<file path="config.mk">
export PLATFORM = sky130hd
export DESIGN_NAME = rbsi_fifo
export DESIGN_NICKNAME = d
export VERILOG_FILES = /design/src/rbsi_pkg.sv /design/src/rbsi_fifo.sv
export SDC_FILE = /design/constraint.sdc
export NUM_CORES = 1
export LEC_CHECK = 0
export BUFFER_PORTS_ARGS = -buffer_cell sky130_fd_sc_hd__buf_2
export CAP_MARGIN = 30
export CORE_MARGIN = 2
export CORE_UTILIZATION = 61
export CTS_CLUSTER_SIZE = 24
export DETAILED_ROUTE_END_ITERATION = 6
export MAX_ROUTING_LAYER = met4
export PLACE_DENSITY_LB_ADDON = 0.1
export SLEW_MARGIN = 40
export SYNTH_ARGS = -nofsm -noshare
export SYNTH_HDL_FRONTEND = slang
export SYNTH_SLANG_ARGS = --single-unit
</file>
<file path="constraint.sdc">
create_clock -name clk -period 18.95 [get_ports clk]
set_input_delay 3.79 -clock clk [delete_from_list [all_inputs] [get_ports clk]]
set_output_delay 3.79 -clock clk [all_outputs]
set_load 0.1 [all_outputs]
</file>
<file path="src/rbsi_pkg.sv">
// shared types, constants and a saturation helper for the ray box slab intersect unit
`default_nettype none
package rbsi_pkg;

  localparam int CW = 32;
  localparam int FB = 16;
  localparam int DIV_STEPS = 2 * CW;

  // narrowest face-bias test value; 0.001 rounded to the nearest lsb
  localparam logic [CW-1:0] FACE_BIAS = CW'(((64'd1 << FB) + 64'd500) / 64'd1000);

  localparam logic [2:0] FACE_NONE = 3'd0;

  typedef struct packed {
    logic signed [CW-1:0] ray_origin_x;
    logic signed [CW-1:0] ray_origin_y;
    logic signed [CW-1:0] ray_origin_z;
    logic signed [CW-1:0] ray_dir_x;
    logic signed [CW-1:0] ray_dir_y;
    logic signed [CW-1:0] ray_dir_z;
  } ray_in_t;

  typedef struct packed {
    logic                 hit;
    logic        [CW-2:0] hit_distance;
    logic signed [CW-1:0] hit_x;
    logic signed [CW-1:0] hit_y;
    logic signed [CW-1:0] hit_z;
    logic        [2:0]    face;
  } ray_out_t;

  // per-ray work item, all three axes, carried from the front to the back
  typedef struct packed {
    logic                 miss;
    logic signed [CW+1:0] lo_x, hi_x, lo_y, hi_y, lo_z, hi_z;
    logic signed [CW-1:0] org_x, org_y, org_z;
    logic signed [CW-1:0] dir_x, dir_y, dir_z;
  } rbsi_job_t;

  // saturate a wide signed value to the coordinate range
  function automatic logic signed [CW-1:0] sat_coord(input logic signed [2*CW+1:0] v);
    logic signed [2*CW+1:0] mx;
    logic signed [2*CW+1:0] mn;
    begin
      mx = (2*CW+2)'({1'b0, {(CW-1){1'b1}}});
      mn = -mx - (2*CW+2)'(1);
      if (v > mx) sat_coord = mx[CW-1:0];
      else if (v < mn) sat_coord = mn[CW-1:0];
      else sat_coord = v[CW-1:0];
    end
  endfunction

endpackage
`default_nettype wire

</file>
<file path="src/rbsi_fifo.sv">
// short queue between front and back
`default_nettype none
module rbsi_fifo
  import rbsi_pkg::*;
#(
  parameter int DEPTH = 4
) (
  input  wire logic      clk,
  input  wire logic      rst_n,
  input  wire logic      wr_valid,
  output logic           wr_ready,
  input  wire rbsi_job_t wr_data,
  output logic           rd_valid,
  input  wire logic      rd_ready,
  output rbsi_job_t      rd_data
);

  localparam int AW = (DEPTH > 1) ? $clog2(DEPTH) : 1;

  rbsi_job_t mem_r [DEPTH];
  logic [AW-1:0] wp_r, rp_r;
  logic [AW:0]   cnt_r;
  logic wr_fire, rd_fire;

  assign wr_ready = (cnt_r != (AW+1)'(DEPTH));
  assign rd_valid = (cnt_r != '0);
  assign rd_data  = mem_r[rp_r];
  assign wr_fire  = wr_valid && wr_ready;
  assign rd_fire  = rd_valid && rd_ready;

  always_ff @(posedge clk) begin
    if (!rst_n) begin
      wp_r  <= '0;
      rp_r  <= '0;
      cnt_r <= '0;
    end else begin
      if (wr_fire) wp_r <= (wp_r == AW'(DEPTH-1)) ? '0 : wp_r + AW'(1);
      if (rd_fire) rp_r <= (rp_r == AW'(DEPTH-1)) ? '0 : rp_r + AW'(1);
      cnt_r <= cnt_r + (AW+1)'(wr_fire) - (AW+1)'(rd_fire);
    end
    if (wr_fire) mem_r[wp_r] <= wr_data;
  end

endmodule
`default_nettype wire

</file>
---- Yosys cells after proc, flatten, opt, wreduce, memory -nomap -nowiden ----
Memories as Yosys holds them, arrays and structs flattened. A register that Yosys moved wholly into a read port is not among the register bits.
Index checks and enable logic that the tools add are counted.
word-level totals
  output and inout bits ................... 399
  input port bits ......................... 401
  memories kept ........................... 1
  memory bits (writable) .................. 1,588
  register bits ........................... 7
cells by class
  add/sub/neg operators ................... 4
  eq/ne operators ......................... 3
  reduce and logical (&&, ||, !) cells .... 3
  multiplexer cells ....................... 6
memory list
  memory  words  bits a word  rd ports  clocked after Yosys merged registers in  write ports  RTL line         source
  mem_r   4      397          1         1                                        1            rbsi_fifo.sv:20  rbsi_job_t mem_r [DEPTH];
operators by type and width
  kind                                                           number
  2-bit 2-to-1 mux                                               4
  2-bit by 1-bit adder with 2-bit output, second input constant  2
  2-bit == test, second input constant                           2
  3-bit by 1-bit adder with 3-bit output                         1
  3-bit inequality test, second input constant                   1
  3-bit nonzero test                                             1
  3-bit by 1-bit subtractor with 3-bit output                    1
  1-bit logical AND                                              2
  1-bit 2-to-1 mux                                               2

---- Longest topological paths before layout ----
Gate-level depths: netlist (run 1).
  depth in word-level cells ............... 4
  depth in mapped cells ................... 12
  gate-level depth less buffers ........... 11

---- Worst setup path after synthesis (run 1) ----
Ideal clock, no wire load.
  path type ............................... input-to-reg
  start ................................... input port wr_valid
  end ..................................... memory mem_r[0][0] (netlist name), enable pin
  path slack .............................. 5.325 ns
  buffers on the path ..................... 0
  required time ........................... 18.135 ns
  stages .................................. 1
  data arrival time ....................... 12.810 ns
  cells stage by stage .................... and3_1
on the way
  cells in the longest elaborated chain, start to end .. 3
RTL lines
  element                                 RTL line         source
  start, declared                         rbsi_fifo.sv:10  input wire logic wr_valid,
  1-bit logical AND                       rbsi_fifo.sv:28  assign wr_fire = wr_valid && wr_ready;
  1-bit 2-to-1 mux                        rbsi_fifo.sv:41  if (wr_fire) mem_r[wp_r] <= wr_data;
  1-bit 2-to-1 mux (not written as such)  rbsi_fifo.sv:41
  end, declared                           rbsi_fifo.sv:20
Every way passes these cells.

==> results of run 1 <==
flip-flops by register name (all words and copies together), names as in the netlist, named ones only:
signal  cells
mem_r    1588
cnt_r       3
rp_r        2
wp_r        2
critical path: stages (launching register included):
cell and delay, ps:
dfxtp_4 380, buf_16 210, buf_6 520, buf_6 610, buf_6 620, mux4_2 620
buf_2 310
cells in the final DEF (no fill, tap or decap), drive strengths merged, types with 2 or more instances in the layout:
| master | count |
|---|---|
| and3 | 4 |
| inv | 10 |
| bufinv | 8 |
| ha | 7 |
| xnor2 | 2 |
| clkbuf | 214 |
| o21ai | 3 |
| dfxtp | 9 |
| clkinv | 58 |
| nand3 | 2 |
| nand2 | 5 |
| edfxtp | 1588 |
| nor2 | 2 |
| clkinvlp | 2 |
| mux4 | 397 |
| and2 | 3 |
| buf | 847 |
| diode | 67 |
final cells by class:
cell class                      count  share of cell area (%)
Sequential cell                  1597                    69.9
Multi-Input combinational cell    432                    13.5
Timing Repair Buffer              847                    6.96
Clock buffer                      214                    6.33
Tap cell                         1254                    2.29
Clock inverter                     72                   0.798
Antenna cell                       67                   0.245
Inverter                            6                  0.0329
routing by layer:
layer,track usage (%),part of all wire [%]
met1,32.8,35
met2,43.9,52
met3,8.05,8.9
met4,12.8,4.5
met5,-,0
cells by family (layout without fill, tap and decap cells):
kind of cell,count (synthesis),after routing
AO/OA/AOI/OAI,4,4
XOR/XNOR,2,2
adder cells (fa/ha/maj),8,8
buffers and inverters,96,1139
flip-flops,1597,1597
multiplexers,398,398
other,0,67
AND/OR/NAND/NOR,20,20
per-stage QoR:
stage,cell area [sq um],utilization [%]
after CTS,68300,72.9
after floorplan,57800,-
after detailed placement,63400,67.7
final,68500,73.2
after global routing,68500,73.1
after global placement,63000,67.3
final timing paths:
kind | startpoint | to | slack [ps] | cells past startpoint
max reg2reg | cnt_r[1] | mem_r[1][188] | 15050 | 6
min | rp_r[0] | flop | 540 | 2
min reg2reg | rp_r[0] | flop | 540 | 2
max | flop | rd_data[57] | 11020 | 6
power by group through the flow:
stage	clock network, W	logic, W	registers, W
6_report	0.00293	0.00455	0.00436
5_1_grt	0.00312	0.00466	0.00438
4_1_cts	0.00299	0.00458	0.00436
3_5_place_dp	0	0.00457	0.00443
3_3_place_gp	0	0.00449	0.00444
2_1_floorplan	0	0.00378	0.00456
==> results.md, run 1 <==
* PwrDens at 173 nW/um^2
* Fin crit share at 41.9%
* Final Hold Fails at 0
* PostCTS Resize Cnt at 0
* WS Path Type: reg2out
* Post-Layout Cell Count at 4489
* RSZ-0062 raised after global routing: no
* Number of buffers added for setup after CTS at 0
* Yosys cell types at 26
* Period minus WS final at 7930 ps
* Drt pass-1 iters at 4
* Syn avg cell area at 27.2 sq um
* Post-Syn Area at 57800 sq um
* Max_slew headroom at 42.7%
* Synthesis-to-finish area growth at 18.6%
* Via total after detailed routing at 26.9k
* Slew @ Worst Pin at 859 ps
* DP HPWL at 83600 um
* Top cells by instance count after synthesis: edfxtp_1, mux4_2, buf_2, buf_6, dfxtp_1
* Pint at 0.00688 W
* Status: completed
* Seq pwr share at 36.8%
* Clk pwr share at 24.8%
* Fmax at 126 MHz
* Setup TNS at 0 ps
* Sw frac at 41.9%
* Synth Area in Adders at 0.186%
* Top-count cell post-synth: edfxtp_1
* Hold crit path type: reg2reg
* Static leakage at 22.7 nW
* Largest net degree at the start of global routing at 88
* Nets at 3450
* Clock Tree Buf Depth at 3
* Port Buf Inserts at 799
* FP Rows at 112
* Post-synthesis register bit count at 1597
* Sw Pwr at 0.00496 W
* Die width at 312 um
* Critical path capture point type: output port
* Total routed wirelength at 129000 um
* Sequential area share after synthesis at 82.9%
* Simple logic cell fraction of the synthesized area at 0.191%
* # IOs at 800
* Startpoint types: flop
* Multi-input combinational cell area at 9230 sq um
* Final worst setup slack at 11020 ps
* # hold bufs at CTS at 0
* Vias in the first global route at 28.0k
* Mux cell area share after synthesis at 15.5%
* Max_cap viols at 0
* EDFF count, synth at 1588
* DR WL/cell at 28.6 um
* Final max-slew violation count at 0
* Compound-Gate Fraction of Synth Area at 0.0390%
* Logic gate share of total power at 38.4%
* Placer Congestion at 0.840
* Finish-stage setup viols at 0
* Clk_lat worst skew at 750 ps
* Antenna Nets Post-Route at 0
* Post-synth top area cell: edfxtp_1
* Pre-CTS setup slack at 11630 ps
* Vias per std cell at 5.99
* Overall die height at 312 um
* Synth Flop Type: edfxtp_1
* XOR/XNOR share of the synthesized area at 0.0303%
* Reg area at 47900 sq um
* Total power at 0.0118 W
* Share of the synthesized area in the top cell type at 82.5%
* Core ar. at 93600 sq um
* Clock transition at path regs at 60 ps
* Clk root buf: clkbuf_16
* Largest family of logic cells by synthesized area: multiplexers
* Placed Cells incl. Taps at 4133
* Maximum vdd drop at 0.000183 V
* WHS at 536 ps
* Drt drc at 0
* Synthesis Warnings at 0
* Syn_nets at 2534
* H-tree depth at 4
* Initial antenna violation count at 68
* WP data required at 15160 ps
* Area contributors post-synth: edfxtp_1, mux4_2, buf_6
* CTS tree: done
* Layout cells sized above 1 at 45.8%
* Num CTS Buffers at 157
* Die area at 97200 sq um
* Gate Count Post-Synth at 2125
* Tot GR Track Use at 27.5%
* Final Skew at 28.3 ps
* CTS Sinks at 1597
* Global-route wire length before repair at 186000 um
* WP data arrival at 4140 ps
* Worst-path fanout max at 47
* Grt ovf at 0
* DR iter-0 viols at 2364
* Fillers at 5397
* Asr flop ratio synth at 0%
* Initial Util at 61.7%
No activity file was read; power rests on OpenSTA's default activity.
==> run 2, diff against run 1 <==
--- a/config.mk
+++ b/config.mk
@@ -8,7 +8,7 @@
 export BUFFER_PORTS_ARGS = -buffer_cell sky130_fd_sc_hd__buf_2
 export CAP_MARGIN = 30
 export CORE_MARGIN = 2
-export CORE_UTILIZATION = 61
+export CORE_UTILIZATION = 51
 export CTS_CLUSTER_SIZE = 24
 export DETAILED_ROUTE_END_ITERATION = 6
 export MAX_ROUTING_LAYER = met4
==> constraint.sdc (replaced) <==
create_clock -name clk -period 6.98 [get_ports clk]
set_input_delay 1.396 -clock clk [delete_from_list [all_inputs] [get_ports clk]]
set_output_delay 1.396 -clock clk [all_outputs]
set_load 0.1 [all_outputs]
==> run 2 against run 1 <==
Hold slack got worse by 38 ps. Clock skew grew 1.1 ps. Clock power rose to 2.8 times the previous value. Count of clock-buffer cells in the layout is 16 lower. Register-to-register slack worse by 11000 ps. Power grew to 2.7 times the previous value. Non-clock buffer count is 5 lower. Via count fell by 2.3%. Critical endpoint is now rd_data[237].
==> results.md, run 2 (synthesized netlist as in run 1, its figures left out) <==
* Worst R2R Path Depth at 5
* Max_cap viols at 0
* WP data required at 5580 ps
* RSZ-0062 raised after global routing: no
* Largest registers: mem_r: 1588 flops, cnt_r: 3 flops
* Drt drc at 0
* WHS at 499 ps
* Synthesis-to-finish area growth at 19.4%
* Drt pass-1 iters at 5
* Biggest register: mem_r
* Layout cells sized above 1 at 46.1%
* Hold-critical path depth at 2
* Die width at 341 um
* Hold crit path type: reg2reg
* Clock transition at path regs at 60 ps
* Global-route wire length before repair at 186000 um
* Reg area at 47900 sq um
* Nets at 3450
* Core ar. at 112000 sq um
* Maximum vdd drop at 0.000366 V
* Initial Util at 51.4%
* Number of buffers added for setup after CTS at 0
* Fillers at 7834
* Total power at 0.0323 W
* PwrDens at 468 nW/um^2
* Max_slew headroom at 41.6%
* Most common cell after layout, fill and taps aside: edfxtp_1
* Overall die height at 341 um
* Status: completed
* Slew @ Worst Pin at 876 ps
* DR iter-0 viols at 1968
* Port Buf Inserts at 799
* Slowest stage cell, crit path: dfxtp_4
* FP Rows at 123
* Clk root buf: clkbuf_16
* Static leakage at 22.8 nW
* Setup TNS at 0 ps
* Vias in the first global route at 27.7k
* Multi-input combinational cell area at 9230 sq um
* Largest net degree at the start of global routing at 132
* CTS tree: done
* Grt ovf at 0
* Initial antenna violation count at 79
* Vias per std cell at 5.56
* WP data arrival at 3220 ps
* Finish-stage setup viols at 0
* Reg2reg start: cnt_r[1]
* DR WL/cell at 27.0 um
* # hold bufs at CTS at 0
* Final Skew at 29.4 ps
* Clock Tree Buf Depth at 3
* H-tree depth at 4
* PostCTS Resize Cnt at 0
* Tot GR Track Use at 22.8%
* Total routed wirelength at 128000 um
* Buf/Inv on CP at 3
* Startpoint types: flop
* Most frequent cells in the layout: edfxtp_1, buf_2, mux4_2
* WP depth at 4
* Clk_lat worst skew at 770 ps
* Max reg flops at 1588
* Placer Congestion at 0.802
* Via total after detailed routing at 26.3k
* Worst-path cell chain: buf_12 -> buf_4 -> mux4_2 -> buf_2
* Critical path capture point type: output port
* Period minus WS final at 4610 ps
* Fin util at 61.3%
* Critical path's top delay family: buffers and inverters
* Final Hold Fails at 0
* Reg2reg end: mem_r[1][43]
* # IOs at 800
* Max incr delay on CP at 680 ps
* CTS Sinks at 1597
* Flop2flop setup slack at 4050 ps
* Die area at 116000 sq um
* Fin crit share at 66.1%
* DP HPWL at 82400 um
* Num CTS Buffers at 162
* Hold path start: wp_r[1]
* Hold EP: wp_r[1]
* Final max-slew violation count at 0
* Worst-path fanout max at 26
* Antenna Nets Post-Route at 0
* WS Path Type: reg2out
* Fmax at 217 MHz
-- run 2: power by group --
group	total [W]	leakage (nW)	switching, W	internal [W]
clock	0.00822	2.48	0.00345	0.00477
combinational	0.0122	5.72	0.00983	0.00238
sequential	0.0118	14.6	0.000226	0.0116
total	0.0323	22.8	0.0135	0.0188
-- run 2: worst max-delay path by stage --
stage / slack [ps] / start / endpoint
3_3_place_gp: 2810 / flop / rd_data[335]
5_1_grt: 2120 / flop / rd_data[237]
6_report: 2370 / flop / rd_data[237]
2_1_floorplan: 350 / wr_valid / mem_r[0][0]
3_5_place_dp: 2990 / flop / rd_data[237]
4_1_cts: 2150 / flop / rd_data[237]
-- run 2: final cells by class --
class | count | share of cell area [%]
sequential | 1597 | 69.4
multi-input combinational | 432 | 13.4
timing repair buffer | 842 | 6.86
clock buffer | 198 | 6.23
tap | 1500 | 2.72
clock inverter | 93 | 1.14
antenna | 61 | 0.221
inverter | 6 | 0.0327
-- run 2: worst min-delay path, delay by kind of cell (launching register included) --
family	cells	cell delay (ps)
simple gates	1	60
flops	1	330
mux	1	50
-- run 2: metal layers --
layer | vias to the layer above | global-route usage [%] | routed length [um]
li1 | 11200 | - | -
met1 | 13900 | 26.2 | 45300
met2 | 887 | 38.1 | 67200
met3 | 249 | 6.85 | 10500
met4 | 0 | 8.46 | 4620
met5 | - | - | 0
-- run 2: stage by stage --
stage	std cells	worst slack, ps	cell area, sq um
floorplan	2125	349	57800
global placement	4363	2810	63400
detailed placement	4377	2990	63700
CTS	4668	2150	68800
global route	4713	2120	68900
finish	4729	2370	69000
