===== config.mk =====
export PLATFORM = sky130hd
export DESIGN_NAME = rbsi_front
export DESIGN_NICKNAME = d
export VERILOG_FILES = /design/src/rbsi_pkg.sv /design/src/rbsi_front.sv
export SDC_FILE = /design/constraint.sdc
export NUM_CORES = 1
export LEC_CHECK = 0
export BUFFER_PORTS_ARGS = -buffer_cell sky130_fd_sc_hd__clkbuf_2
export CORE_AREA = 2 2 304 306
export DETAILED_ROUTE_END_ITERATION = 12
export DIE_AREA = 0 0 306 308
export PLACE_DENSITY = 0.54
export REMOVE_ABC_BUFFERS = 1
export SETUP_SLACK_MARGIN = 0.02
export SLEW_MARGIN = 20
export SYNTH_ARGS = -nofsm -noshare
export SYNTH_HDL_FRONTEND = slang
export SYNTH_SLANG_ARGS = --single-unit

===== constraint.sdc =====
create_clock -name clk -period 14.3 [get_ports clk]
set_clock_uncertainty 0.1 [all_clocks]
set_input_delay 2.145 -clock clk [delete_from_list [all_inputs] [get_ports clk]]
set_output_delay 2.145 -clock clk [all_outputs]
set_load 0.05 [all_outputs]

===== src/rbsi_pkg.sv =====
// shared types, constants and a saturation helper for the ray box slab intersect unit
`default_nettype none
package rbsi_pkg;

  localparam int CW = 32;
  localparam int FB = 16;
  localparam int DIV_STEPS = 2 * CW;

  // narrowest face-bias test value; 0.001 rounded to the nearest lsb
  localparam logic [CW-1:0] FACE_BIAS = CW'(((64'd1 << FB) + 64'd500) / 64'd1000);

  localparam logic [2:0] FACE_NONE = 3'd0;

  typedef struct packed {
    logic signed [CW-1:0] ray_origin_x;
    logic signed [CW-1:0] ray_origin_y;
    logic signed [CW-1:0] ray_origin_z;
    logic signed [CW-1:0] ray_dir_x;
    logic signed [CW-1:0] ray_dir_y;
    logic signed [CW-1:0] ray_dir_z;
  } ray_in_t;

  typedef struct packed {
    logic                 hit;
    logic        [CW-2:0] hit_distance;
    logic signed [CW-1:0] hit_x;
    logic signed [CW-1:0] hit_y;
    logic signed [CW-1:0] hit_z;
    logic        [2:0]    face;
  } ray_out_t;

  // per-ray work item, all three axes, carried from the front to the back
  typedef struct packed {
    logic                 miss;
    logic signed [CW+1:0] lo_x, hi_x, lo_y, hi_y, lo_z, hi_z;
    logic signed [CW-1:0] org_x, org_y, org_z;
    logic signed [CW-1:0] dir_x, dir_y, dir_z;
  } rbsi_job_t;

  // saturate a wide signed value to the coordinate range
  function automatic logic signed [CW-1:0] sat_coord(input logic signed [2*CW+1:0] v);
    logic signed [2*CW+1:0] mx;
    logic signed [2*CW+1:0] mn;
    begin
      mx = (2*CW+2)'({1'b0, {(CW-1){1'b1}}});
      mn = -mx - (2*CW+2)'(1);
      if (v > mx) sat_coord = mx[CW-1:0];
      else if (v < mn) sat_coord = mn[CW-1:0];
      else sat_coord = v[CW-1:0];
    end
  endfunction

endpackage
`default_nettype wire


===== src/rbsi_front.sv =====
// front: box bounds, zero-direction slab check and job formation
`default_nettype none
module rbsi_front
  import rbsi_pkg::*;
(
  input  wire logic                 clk,
  input  wire logic                 rst_n,
  input  wire logic signed [CW-1:0] ctr_x,
  input  wire logic signed [CW-1:0] ctr_y,
  input  wire logic signed [CW-1:0] ctr_z,
  input  wire logic        [CW-2:0] size_x,
  input  wire logic        [CW-2:0] size_y,
  input  wire logic        [CW-2:0] size_z,
  input  wire logic                 in_valid,
  output logic                      in_ready,
  input  wire ray_in_t              in_data,
  output logic                      job_valid,
  input  wire logic                 job_ready,
  output rbsi_job_t                 job
);

  logic      job_valid_r;
  rbsi_job_t job_r;
  rbsi_job_t job_nxt;
  logic signed [CW+1:0] lx, hx, ly, hy, lz, hz;
  logic zx, zy, zz;

  always_comb begin
    lx = (CW+2)'(ctr_x) - (CW+2)'({1'b0, size_x} >> 1);
    hx = (CW+2)'(ctr_x) + (CW+2)'({1'b0, size_x} >> 1);
    ly = (CW+2)'(ctr_y) - (CW+2)'({1'b0, size_y} >> 1);
    hy = (CW+2)'(ctr_y) + (CW+2)'({1'b0, size_y} >> 1);
    lz = (CW+2)'(ctr_z) - (CW+2)'({1'b0, size_z} >> 1);
    hz = (CW+2)'(ctr_z) + (CW+2)'({1'b0, size_z} >> 1);
    zx = (in_data.ray_dir_x == '0) &&
         ((CW+2)'(in_data.ray_origin_x) < lx || (CW+2)'(in_data.ray_origin_x) > hx);
    zy = (in_data.ray_dir_y == '0) &&
         ((CW+2)'(in_data.ray_origin_y) < ly || (CW+2)'(in_data.ray_origin_y) > hy);
    zz = (in_data.ray_dir_z == '0) &&
         ((CW+2)'(in_data.ray_origin_z) < lz || (CW+2)'(in_data.ray_origin_z) > hz);
    job_nxt.miss = zx | zy | zz;
    job_nxt.lo_x = lx; job_nxt.hi_x = hx;
    job_nxt.lo_y = ly; job_nxt.hi_y = hy;
    job_nxt.lo_z = lz; job_nxt.hi_z = hz;
    job_nxt.org_x = in_data.ray_origin_x;
    job_nxt.org_y = in_data.ray_origin_y;
    job_nxt.org_z = in_data.ray_origin_z;
    job_nxt.dir_x = in_data.ray_dir_x;
    job_nxt.dir_y = in_data.ray_dir_y;
    job_nxt.dir_z = in_data.ray_dir_z;
  end

  assign in_ready  = !job_valid_r || job_ready;
  assign job_valid = job_valid_r;
  assign job       = job_r;

  always_ff @(posedge clk) begin
    if (!rst_n) begin
      job_valid_r <= 1'b0;
    end else if (in_ready) begin
      job_valid_r <= in_valid;
    end
    if (in_valid && in_ready) begin
      job_r <= job_nxt;
    end
  end

endmodule
`default_nettype wire


# Yosys cells after proc, flatten, opt, wreduce, memory -nomap -nowiden
# Cells that the tools add are included.
# op_classes
add_sub_neg	6
order_cmp	6
n_bitwise	2
reduce_logical	12
# op_table
operator	n
$add 32x31->33	3
$gt 32x33->1	3
$lt 32x33->1	3
$sub 32x31->33	3
$logic_not 32->1	3
$logic_and 1x1->1	4
$logic_or 1x1->1	4
$or 1x1->1	2
$logic_not 1->1	1
# word_totals
ff_bits	392
in_bits	385
out_inout_bits	399
wordCells	40

# Logic depth before layout (Yosys ltp)
# Gate-level depths: netlist (run 1).
# logic_depth
word_depth	6
ltp_mapped	23
mapped_depth_nobuf	23

# Least setup slack after synthesis (run 1)
# OpenSTA, ideal clock, no wires.
# synth_timing
path_type	in2reg
from	input port job_ready
to	register job_r, in the netlist job[0] (enable)
setup_time_ps	799
arrival_ps	11424
required_ps	13401
slack_ps	1977
path_stages	2
path_buffers	0
path_cell_list	nand2b_1 > and2_1
# synth_between
elab_chain_cells	2
# synth_lines
item	line_no	source
from (decl)	rbsi_front.sv:18	input wire logic job_ready,
$logic_or 1x1->1	rbsi_front.sv:53	assign in_ready = !job_valid_r || job_ready;
$logic_and 1x1->1	rbsi_front.sv:63	if (in_valid && in_ready) begin
to (signal assigned)	rbsi_front.sv:64	job_r <= job_nxt;
to (decl)	rbsi_front.sv:23	rbsi_job_t job_r;
# Every way passes these cells.
# A chain may end at the register's enable or synchronous reset.

==> impl_metrics.env, run 1 <==
export IMPL_wl_microns=97500
export IMPL_max_vdd_ir_drop_mv=0.0871
export IMPL_nets=4108
export IMPL_fin_crit_ns=8.27
export IMPL_maxCapViolations=0
export IMPL_rsz0062_at_grt="no"
export IMPL_cts_resized=0
export IMPL_final_area_sq_mm=0.0337
export IMPL_yosysWarnings=0
export IMPL_antenna_found_initial=13
export IMPL_die_area_sq_mm=0.0942
export IMPL_rows=111
export IMPL_ctsHoldBuffers=0
export IMPL_critical_path_max_fanout=9
export IMPL_clkTransAtPathRegs_ns=0.06
export IMPL_grt_pass1_vias=22169
export IMPL_r2r_setup_slack_ns=11.09
export IMPL_syn_area_sq_mm=0.0269
export IMPL_wl_per_cell_microns=21.3
export IMPL_dp_hpwl_microns=81300
export IMPL_worstMarginPinSlew_ns=1.12
export IMPL_cts_tree="done"
export IMPL_gp_routability_congestion=0.920
export IMPL_post_cts_buffers=0
export IMPL_cts_root_buf="clkbuf_16"
export IMPL_grt_overflow_total=0
export IMPL_vias=22715
export IMPL_synth_edf_count=388
export IMPL_syn_inst=2589
export IMPL_synth_seq_cells=389
export IMPL_port_buffers=780
export IMPL_max_freq_mhz=121
export IMPL_slew_headroom=0.257
export IMPL_leakagePower_nw=15.6
export IMPL_reg2regPathDepth=4
export IMPL_critPathArrivalTime_ns=8.52
export IMPL_dieWidth_microns=306
export IMPL_worst_slack_ns=6.03
export IMPL_crit_type="input port to flip-flop"
export IMPL_grt_max_degree=150
export IMPL_grtUsageTotal=0.198
export IMPL_numCtsBuffers=50
export IMPL_r2r_start="job_valid$_SDFFE_PN0N_"
export IMPL_die_height_microns=308
export IMPL_hold_violations=0
export IMPL_min_period_over_period=0.578
export IMPL_initial_core_util=0.296
export IMPL_synth_top_flop_cell="edfxtp_1"
export IMPL_setup_viol=0
export IMPL_powerDensity_mw_per_mm2=125
export IMPL_grt_pass1_wl_microns=140000
export IMPL_dp_cells=4476
export IMPL_hold_start="job_valid$_SDFFE_PN0N_"
export IMPL_drv_slew=0
export IMPL_ys_types=78
export IMPL_area_delta_synth_final_pct=25.2
export IMPL_drt_iter0_drc=1574
export IMPL_drc=0
export IMPL_pre_cts_slack_ns=5.17
export IMPL_holdPathEnd="job_valid$_SDFFE_PN0N_"
export IMPL_final_fill_count=9264
export IMPL_avgViaCountPerCell=4.96
export IMPL_setup_tns_final_ns=0
export IMPL_holdWs_ns=0.449
export IMPL_cts_sinks=389
export IMPL_clk_path_buf_depth=3
export IMPL_postPlaceCellArea_sq_mm=0.0320
export IMPL_cp_start_kind="input port"
export IMPL_drive_gt1_frac=0.263
export IMPL_instances_no_fill=4576
export IMPL_power_mw=4.22
export IMPL_worstPathRequired_ns=14.55
export IMPL_io_pins=784
export IMPL_min_delay_path_depth=2
export IMPL_final_core_util=0.371
export IMPL_r2r_end="job[129]$_DFFE_PP_"
export IMPL_core_sq_mm=0.0910
export IMPL_status="finished clean"
export IMPL_avgSynthCellArea_sq_um=10.4
export IMPL_cts_max_level=2
export IMPL_seq_area_frac_synth=0.434
export IMPL_end_kind="flip-flop"
export IMPL_dr_pass1_iters=5
export IMPL_clock_latency_ns=0.61
export IMPL_hold_path_class="flip-flop to flip-flop"
export IMPL_drtAntennaViolNets=0
export IMPL_async_flop_share=0
final cells by class:
class / instances / area, sq um / area share
Multi-Input combinational cell: 1779 / 13600 / 0.404
Tap cell: 1186 / 1480 / 0.0440
Clock buffer: 55 / 1290 / 0.0383
Antenna cell: 7 / 17.5 / 0.000520
Inverter: 337 / 1260 / 0.0375
Clock inverter: 38 / 394 / 0.0117
Timing Repair Buffer: 785 / 3950 / 0.117
Sequential cell: 389 / 11700 / 0.346
power by group:
part           total [mW]  switching [mW]  leakage, nW  internal, mW
registers            1.44          0.0324         3.76          1.40
clock network        1.30           0.549        0.815         0.752
logic                1.49            1.04         11.0         0.451
logic make-up (layout without fill, tap and decap cells):
| group | count (synthesis) | count (layout) | share of synthesized area |
|---|---|---|---|
| and+or+nand+nor | 574 | 574 | 0.106 |
| DFF | 389 | 389 | 0.434 |
| AOI/OAI and AO/OA | 620 | 620 | 0.154 |
| xor gates and xnor gates | 195 | 195 | 0.0634 |
| adders and majority gates | 381 | 381 | 0.179 |
| muxes | 9 | 9 | 0.00339 |
| other | 0 | 7 | 0 |
| buffers and inverters | 421 | 1215 | 0.0602 |
cells in the mapped netlist (all sizes together), types with 10 or more instances:
cell    count  area, sq um
edfxtp    388        11700
ha        375         4690
inv       331         1240
nor2      198          743
a21oi     165          826
xnor2     150         1310
o21ai     107          536
a21o       73          548
nand2      68          255
clkbuf     67          251
xor2       45          394
nor3       44          220
nand4      43          269
nor4       43          269
nand3      42          210
nand2b     35          219
nor2b      33          206
o21bai     33          248
a211oi     29          218
o31ai      22          165
a31oi      20          125
o211ai     20          150
o21a       19          143
buf        17          105
a211o      15          131
and2       15         93.8
or3        13         81.3
or2        10         62.6
per-layer routing:
| metal | vias up | track usage | routed length [microns] |
|---|---|---|---|
| li1 | 10929 | - | - |
| met1 | 10747 | 0.235 | 38400 |
| met2 | 903 | 0.352 | 48400 |
| met3 | 130 | 0.0403 | 7450 |
| met4 | 6 | 0.0745 | 3270 |
| met5 | - | 0 | 37 |
registers in the layout, summed over array words and instances, names as in the netlist:
name and flops:
job 388, job_valid 1
cell usage in the layout, fill, tap and decap left out, drive strengths merged, types with 22 or more instances in the layout:
cell / count
a211oi: 29
nor4: 43
nor2b: 33
nor3: 44
nand4: 43
a21o: 73
nand3: 42
o31ai: 22
edfxtp: 388
o21ai: 107
xnor2: 150
o21bai: 33
clkinv: 28
ha: 375
a21oi: 165
nor2: 198
xor2: 45
nand2b: 35
inv: 338
clkbuf: 835
nand2: 68
how the worst max path moves through the flow:
stage	from	to	slack (ns)	cells past startpoint
2_1_floorplan	job_ready	job[0]$_DFFE_PP_	1.98	2
3_3_place_gp	size_x[17]	job[396]$_DFFE_PP_	5.11	20
3_5_place_dp	size_x[17]	job[396]$_DFFE_PP_	5.17	20
4_1_cts	size_x[17]	job[396]$_DFFE_PP_	5.81	20
5_1_grt	size_x[17]	job[396]$_DFFE_PP_	5.48	20
6_report	size_x[7]	job[396]$_DFFE_PP_	6.03	21
worst max-delay path: stages:
cell       delay, ns
clkbuf_2        0.09
inv_1           0.04
ha_1            0.47
nor2_1          0.10
a211oi_1        0.35
a2111oi_0       0.14
a211o_1         0.36
a31o_2          0.25
o41ai_1         0.73
o21ai_1         0.32
xnor2_1         0.32
inv_1           0.08
ha_1            0.28
nand3_1         0.15
nor4_1          0.93
nand2_1         0.09
o21ai_0         0.19
a31oi_1         0.06
o31ai_1         0.70
o31ai_1         0.39
a211o_1         0.31
Note: power is estimated with default switching activity, not from simulation.
==> run 2, diff against run 1 <==
--- a/config.mk
+++ b/config.mk
@@ -5,11 +5,12 @@
 export SDC_FILE = /design/constraint.sdc
 export NUM_CORES = 1
 export LEC_CHECK = 0
+export ABC_AREA = 1
 export BUFFER_PORTS_ARGS = -buffer_cell sky130_fd_sc_hd__clkbuf_2
 export CORE_AREA = 2 2 304 306
 export DETAILED_ROUTE_END_ITERATION = 12
 export DIE_AREA = 0 0 306 308
-export PLACE_DENSITY = 0.54
+export PLACE_DENSITY = 0.57
 export REMOVE_ABC_BUFFERS = 1
 export SETUP_SLACK_MARGIN = 0.02
 export SLEW_MARGIN = 20
==> constraint.sdc (replaced) <==
create_clock -name clk -period 8.63 [get_ports clk]
set_clock_uncertainty 0.1 [all_clocks]
set_input_delay 1.2945 -clock clk [delete_from_list [all_inputs] [get_ports clk]]
set_output_delay 1.2945 -clock clk [all_outputs]
set_load 0.05 [all_outputs]
==> impl_metrics.env, run 2 <==
export IMPL_final_cell_mix="780 x clkbuf_2, 712 x nand2_1, 664 x inv_1, 388 x edfxtp_1, 375 x ha_1"
export IMPL_io_pins=784
export IMPL_crit_type="input port to flip-flop"
export IMPL_critPathArrivalTime_ns=5.35
export IMPL_instances_no_fill=5595
export IMPL_rows=111
export IMPL_dieWidth_microns=306
export IMPL_power_mw=7.02
export IMPL_drive_gt1_frac=0.238
export IMPL_post_cts_buffers=0
export IMPL_avgSynthCellArea_sq_um=8.33
export IMPL_setup_tns_final_ns=0
export IMPL_gp_routability_congestion=0.968
export IMPL_power_share_clock=0.279
export IMPL_maxCapViolations=0
export IMPL_synth_seq_cells=389
export IMPL_slew_headroom=0.253
export IMPL_syn_inst=3627
export IMPL_final_core_util=0.403
export IMPL_syn_area_sq_mm=0.0302
export IMPL_powerDensity_mw_per_mm2=192
export IMPL_cts_root_buf="clkbuf_16"
export IMPL_swShare=0.406
export IMPL_worst_path_max_delay_cell="a21boi_0"
export IMPL_comb_power_share=0.382
export IMPL_grt_pass1_vias=25741
export IMPL_fin_crit_ns=5.09
export IMPL_holdWs_ns=0.454
export IMPL_worstPathCellList="clkbuf_2 > ha_1 > inv_1 > a21oi_1 > a21boi_0 > o21ai_0 > a31oi_1 > nand2_1 > xor2_1 > ha_1 > nand2_1 > inv_1 > nand2_1 > nor3_1 > nand2_1 > o21ai_0 > inv_1 > nand2_1 > nand3_1 > nand2_1 > nand3_1"
export IMPL_numCtsBuffers=45
export IMPL_nets=5138
export IMPL_post_synth_top_count_cell="nand2_1"
export IMPL_synth_edf_count=388
export IMPL_drv_slew=0
export IMPL_largest_reg_flops=388
export IMPL_hold_violations=0
export IMPL_port_buffers=780
export IMPL_synth_area_leaders="edfxtp_1 39%, ha_1 16%, nand2_1 8.8%, inv_1 8.2%, nor2_1 4.2%"
export IMPL_seq_area_frac_synth=0.386
export IMPL_p_switching_mw=2.85
export IMPL_drc=0
export IMPL_wl_microns=115000
export IMPL_cp_start_kind="input port"
export IMPL_initial_core_util=0.332
export IMPL_drt_iter0_drc=1796
export IMPL_internal_power_mw=4.17
export IMPL_yosysWarnings=0
export IMPL_drtAntennaViolNets=0
export IMPL_crit_top_cell="nand2_1"
export IMPL_critical_path_max_fanout=7
export IMPL_grt_overflow_total=0
export IMPL_worst_slack_ns=3.54
export IMPL_end_kind="flip-flop"
export IMPL_grtUsageTotal=0.235
export IMPL_dp_cells=5511
export IMPL_core_sq_mm=0.0910
export IMPL_clkTransAtPathRegs_ns=0.06
export IMPL_setup_viol=0
export IMPL_seq_power_share=0.339
export IMPL_die_area_sq_mm=0.0942
export IMPL_cpLargestDelayFamily="compound AO/OA/AOI/OAI gates"
export IMPL_cts_sinks=389
export IMPL_cts_tree="done"
export IMPL_hold_path_class="flip-flop to flip-flop"
export IMPL_crit_buf_inv=4
export IMPL_worstMarginPinSlew_ns=1.12
export IMPL_clk_path_buf_depth=3
export IMPL_vias=26981
export IMPL_max_freq_mhz=196
export IMPL_async_flop_share=0
export IMPL_final_common_cell="clkbuf_2"
export IMPL_clock_latency_ns=0.58
export IMPL_leakagePower_nw=18.4
export IMPL_final_area_sq_mm=0.0366
export IMPL_max_vdd_ir_drop_mv=0.145
export IMPL_netlist_area_leader_share=0.385
export IMPL_min_period_over_period=0.590
export IMPL_synth_top_flop_cell="edfxtp_1"
export IMPL_rsz0062_at_grt="no"
export IMPL_dr_pass1_iters=6
export IMPL_pre_cts_slack_ns=3.03
export IMPL_synth_common_cells="712 x nand2_1, 664 x inv_1, 388 x edfxtp_1"
export IMPL_antenna_found_initial=13
export IMPL_grt_pass1_wl_microns=163000
export IMPL_wl_per_cell_microns=20.5
export IMPL_ctsHoldBuffers=0
export IMPL_die_height_microns=308
export IMPL_cts_resized=0
export IMPL_avgViaCountPerCell=4.82
export IMPL_dp_hpwl_microns=98400
export IMPL_cts_max_level=2
export IMPL_area_delta_synth_final_pct=21.2
export IMPL_ys_types=54
export IMPL_worstPathRequired_ns=8.89
export IMPL_synth_top_area_cell="edfxtp_1"
export IMPL_final_fill_count=9446
export IMPL_postPlaceCellArea_sq_mm=0.0351
export IMPL_cp_slowest_stage_delay_ns=0.66
export IMPL_status="finished clean"
export IMPL_grt_max_degree=154
[run 2: area by class of cell]
| cell class | count | area (sq um) | share of cell area |
|---|---|---|---|
| clock buffers | 49 | 1140 | 0.0312 |
| repair buffers | 784 | 3960 | 0.108 |
| clock inverters | 29 | 314 | 0.00858 |
| multi-input cells | 2464 | 15400 | 0.422 |
| well taps | 1186 | 1480 | 0.0405 |
| diodes | 6 | 15.0 | 0.000410 |
| flip-flops and latches | 389 | 11700 | 0.319 |
| inverters | 688 | 2580 | 0.0706 |
[run 2: worst reg2reg max path, delay by kind of cell (launching register included)]
kind | cells | cell delay (ns)
flops | 1 | 0.34
buf+inv | 2 | 1.52
compound gates | 1 | 0.22
[run 2: path summary, 6_finish.rpt]
check             depth (start not counted)  slack, ns              startpoint                endpoint
setup / recovery                         21       3.54               ctr_x[15]      job[396]$_DFFE_PP_
hold / removal                            2       0.45  job_valid$_SDFFE_PN0N_  job_valid$_SDFFE_PN0N_
setup reg to reg                          3       6.08  job_valid$_SDFFE_PN0N_      job[117]$_DFFE_PP_
hold reg to reg                           2       0.45  job_valid$_SDFFE_PN0N_  job_valid$_SDFFE_PN0N_
[run 2: per-layer routing]
metal | vias to the layer above | GRT usage | wire [microns]
li1 | 13336 | - | -
met1 | 12562 | 0.300 | 49000
met2 | 920 | 0.401 | 54400
met3 | 157 | 0.0404 | 7430
met4 | 6 | 0.0768 | 3840
met5 | - | 0 | 50
[run 2: logic make-up (layout without fill, tap and decap cells)]
kind of cell / Yosys count / in the layout / synth area share
and+or+nand+nor: 1379 / 1379 / 0.196
other: 0 / 6 / 0
DFF: 389 / 389 / 0.386
xor gates and xnor gates: 149 / 149 / 0.0434
AOI/OAI and AO/OA: 555 / 555 / 0.112
buffers and inverters: 774 / 1550 / 0.103
adders and majority gates: 381 / 381 / 0.159
[run 2: power by group through the flow]
stage / Combinational (mW) / Sequential, mW / Clock (mW)
2_1_floorplan: 1.21 / 3.09 / 0
3_3_place_gp: 2.65 / 2.41 / 0
3_5_place_dp: 2.67 / 2.42 / 0
4_1_cts: 2.68 / 2.38 / 2.03
5_1_grt: 2.93 / 2.39 / 2.08
6_report: 2.68 / 2.38 / 1.96
==> run 3, diff against run 2 <==
--- a/config.mk
+++ b/config.mk
@@ -5,12 +5,12 @@
 export SDC_FILE = /design/constraint.sdc
 export NUM_CORES = 1
 export LEC_CHECK = 0
-export ABC_AREA = 1
+export ABC_AREA = 0
 export BUFFER_PORTS_ARGS = -buffer_cell sky130_fd_sc_hd__clkbuf_2
 export CORE_AREA = 2 2 304 306
 export DETAILED_ROUTE_END_ITERATION = 12
 export DIE_AREA = 0 0 306 308
-export PLACE_DENSITY = 0.57
+export PLACE_DENSITY = 0.54
 export REMOVE_ABC_BUFFERS = 1
 export SETUP_SLACK_MARGIN = 0.02
 export SLEW_MARGIN = 20
==> constraint.sdc (replaced) <==
create_clock -name clk -period 5.3 [get_ports clk]
set_clock_uncertainty 0.1 [all_clocks]
set_input_delay 0.795 -clock clk [delete_from_list [all_inputs] [get_ports clk]]
set_output_delay 0.795 -clock clk [all_outputs]
set_load 0.05 [all_outputs]
==> impl_metrics.env, run 3 (synthesized netlist as in run 1, its figures left out) <==
export IMPL_final_core_util=0.429
export IMPL_cts_sinks=389
export IMPL_grt_overflow_total=0
export IMPL_grt_pass1_vias=24919
export IMPL_critPathArrivalTime_ns=5.53
export IMPL_drive_gt1_frac=0.393
export IMPL_min_delay_path_depth=1
export IMPL_r2r_start="job_valid$_SDFFE_PN0N_"
export IMPL_wl_per_cell_microns=20.2
export IMPL_worstPathRequired_ns=5.58
export IMPL_drc=0
export IMPL_powerDensity_mw_per_mm2=316
export IMPL_maxCapViolations=0
export IMPL_dp_hpwl_microns=89700
export IMPL_area_delta_synth_final_pct=44.8
export IMPL_crit_type="input port to flip-flop"
export IMPL_rows=111
export IMPL_hold_path_class="input port to flip-flop"
export IMPL_final_cell_mix="777 x clkbuf_2, 622 x buf_4, 388 x edfxtp_1, 374 x ha_1, 330 x inv_1"
export IMPL_drv_slew=0
export IMPL_grtUsageTotal=0.214
export IMPL_io_pins=784
export IMPL_instances_no_fill=5200
export IMPL_final_common_cell="clkbuf_2"
export IMPL_cp_start_kind="input port"
export IMPL_status="finished clean"
export IMPL_port_buffers=780
export IMPL_nets=4731
export IMPL_worstMarginPinSlew_ns=0.735
export IMPL_die_area_sq_mm=0.0942
export IMPL_slew_headroom=0.506
export IMPL_worst_slack_ns=0.0506
export IMPL_largest_reg_flops=388
export IMPL_hold_start="in_data[70]"
export IMPL_end_kind="flip-flop"
export IMPL_antenna_found_initial=16
export IMPL_drt_iter0_drc=1510
export IMPL_dr_pass1_iters=5
export IMPL_dp_cells=5090
export IMPL_cts_tree="done"
export IMPL_gp_routability_congestion=0.970
export IMPL_hold_violations=0
export IMPL_numCtsBuffers=50
export IMPL_pre_cts_slack_ns=-1.26
export IMPL_leakagePower_nw=18.8
export IMPL_clk_path_buf_depth=3
export IMPL_critical_path_max_fanout=3
export IMPL_final_fill_count=8941
export IMPL_wl_microns=105000
export IMPL_initial_core_util=0.296
export IMPL_grt_pass1_wl_microns=151000
export IMPL_clock_latency_ns=0.62
export IMPL_fin_crit_ns=5.25
export IMPL_power_mw=12.3
export IMPL_vias=24954
export IMPL_clkTransAtPathRegs_ns=0.06
export IMPL_max_vdd_ir_drop_mv=0.258
export IMPL_max_freq_mhz=190
export IMPL_avgViaCountPerCell=4.80
export IMPL_setup_viol=0
export IMPL_crit_path_start="size_z[1]"
export IMPL_rsz0062_at_grt="yes"
export IMPL_dieWidth_microns=306
export IMPL_drtAntennaViolNets=0
export IMPL_die_height_microns=308
export IMPL_cts_root_buf="clkbuf_16"
export IMPL_grt_max_degree=119
export IMPL_cts_max_level=2
export IMPL_core_sq_mm=0.0910
export IMPL_reg2regPathDepth=3
export IMPL_min_period_over_period=0.990
run 3: cell type report:
| cell class | count | area (sq um) | area share |
|---|---|---|---|
| Timing Repair Buffer | 1408 | 8690 | 0.223 |
| Sequential cell | 389 | 11700 | 0.299 |
| Multi-Input combinational cell | 1779 | 14100 | 0.362 |
| Clock buffer | 64 | 1400 | 0.0358 |
| Clock inverter | 27 | 324 | 0.00831 |
| Antenna cell | 10 | 25.0 | 0.000642 |
| Tap cell | 1186 | 1480 | 0.0381 |
| Inverter | 337 | 1260 | 0.0324 |
run 3: layer usage:
layer  track usage  wire (microns)  share of wire  vias up
met1         0.249           41000           0.39    11655
li1              -               -              -    12181
met2         0.372           51000           0.49      904
met3        0.0476            7910          0.075      206
met4         0.104            5160          0.049        8
met5             0              52        0.00049        -
run 3: where the power goes:
part / switching, mW / leakage [nW] / total [mW] / internal [mW]
Combinational: 3.03 / 14.2 / 4.88 / 1.85
Clock: 1.41 / 0.835 / 3.57 / 2.16
Sequential: 0.0912 / 3.76 / 3.88 / 3.79
Total: 4.54 / 18.8 / 12.3 / 7.80
run 3: repair_timing:
item | 4_1_cts | 5_1_grt
pin swaps | 11 | 44
hold buffers | 0 | 0
endpoints found under the setup margin | 1 | 1
gates resized for setup | 23 | 79
setup buffers | 3 | 6
cloned | 0 | 0
run 3: final timing paths:
| kind | endpoint | slack, ns |
|---|---|---|
| min | job[70]$_DFFE_PP_ | 0.27 |
| max reg2reg | job[105]$_DFFE_PP_ | 3.15 |
| min reg2reg | job_valid$_SDFFE_PN0N_ | 0.46 |
| max | job[396]$_DFFE_PP_ | 0.05 |
run 3: worst max-delay path, stage by stage:
cell and delay, ns:
buf_6 0.10, buf_6 0.11, ha_4 0.16, fa_2 0.38, nor2b_4 0.14, o21bai_1 0.20, a21oi_2 0.10, o211a_1 0.27
nor3_2 0.18, buf_4 0.15, nor2_4 0.04, a311oi_2 0.28, buf_4 0.18, o31ai_4 0.09, xnor2_2 0.15, ha_1 0.30
nand4_1 0.20, nor4_2 0.40, and2_4 0.25, a41oi_2 0.12, a211o_1 0.29, a211oi_2 0.14, buf_4 0.15, o31ai_4 0.07
a211o_1 0.28
run 3: through the flow:
step / area, sq um / setup TNS (ns) / hold WS, ns
detailed placement: 36700 / -1.26 / 0.463
CTS: 38500 / 0 / 0.211
floorplan: 26600 / -2201.32 / 0.794
finish: 39000 / 0 / 0.266
global route: 39000 / -0.103 / 0.231
global placement: 36700 / -1.29 / 0.451
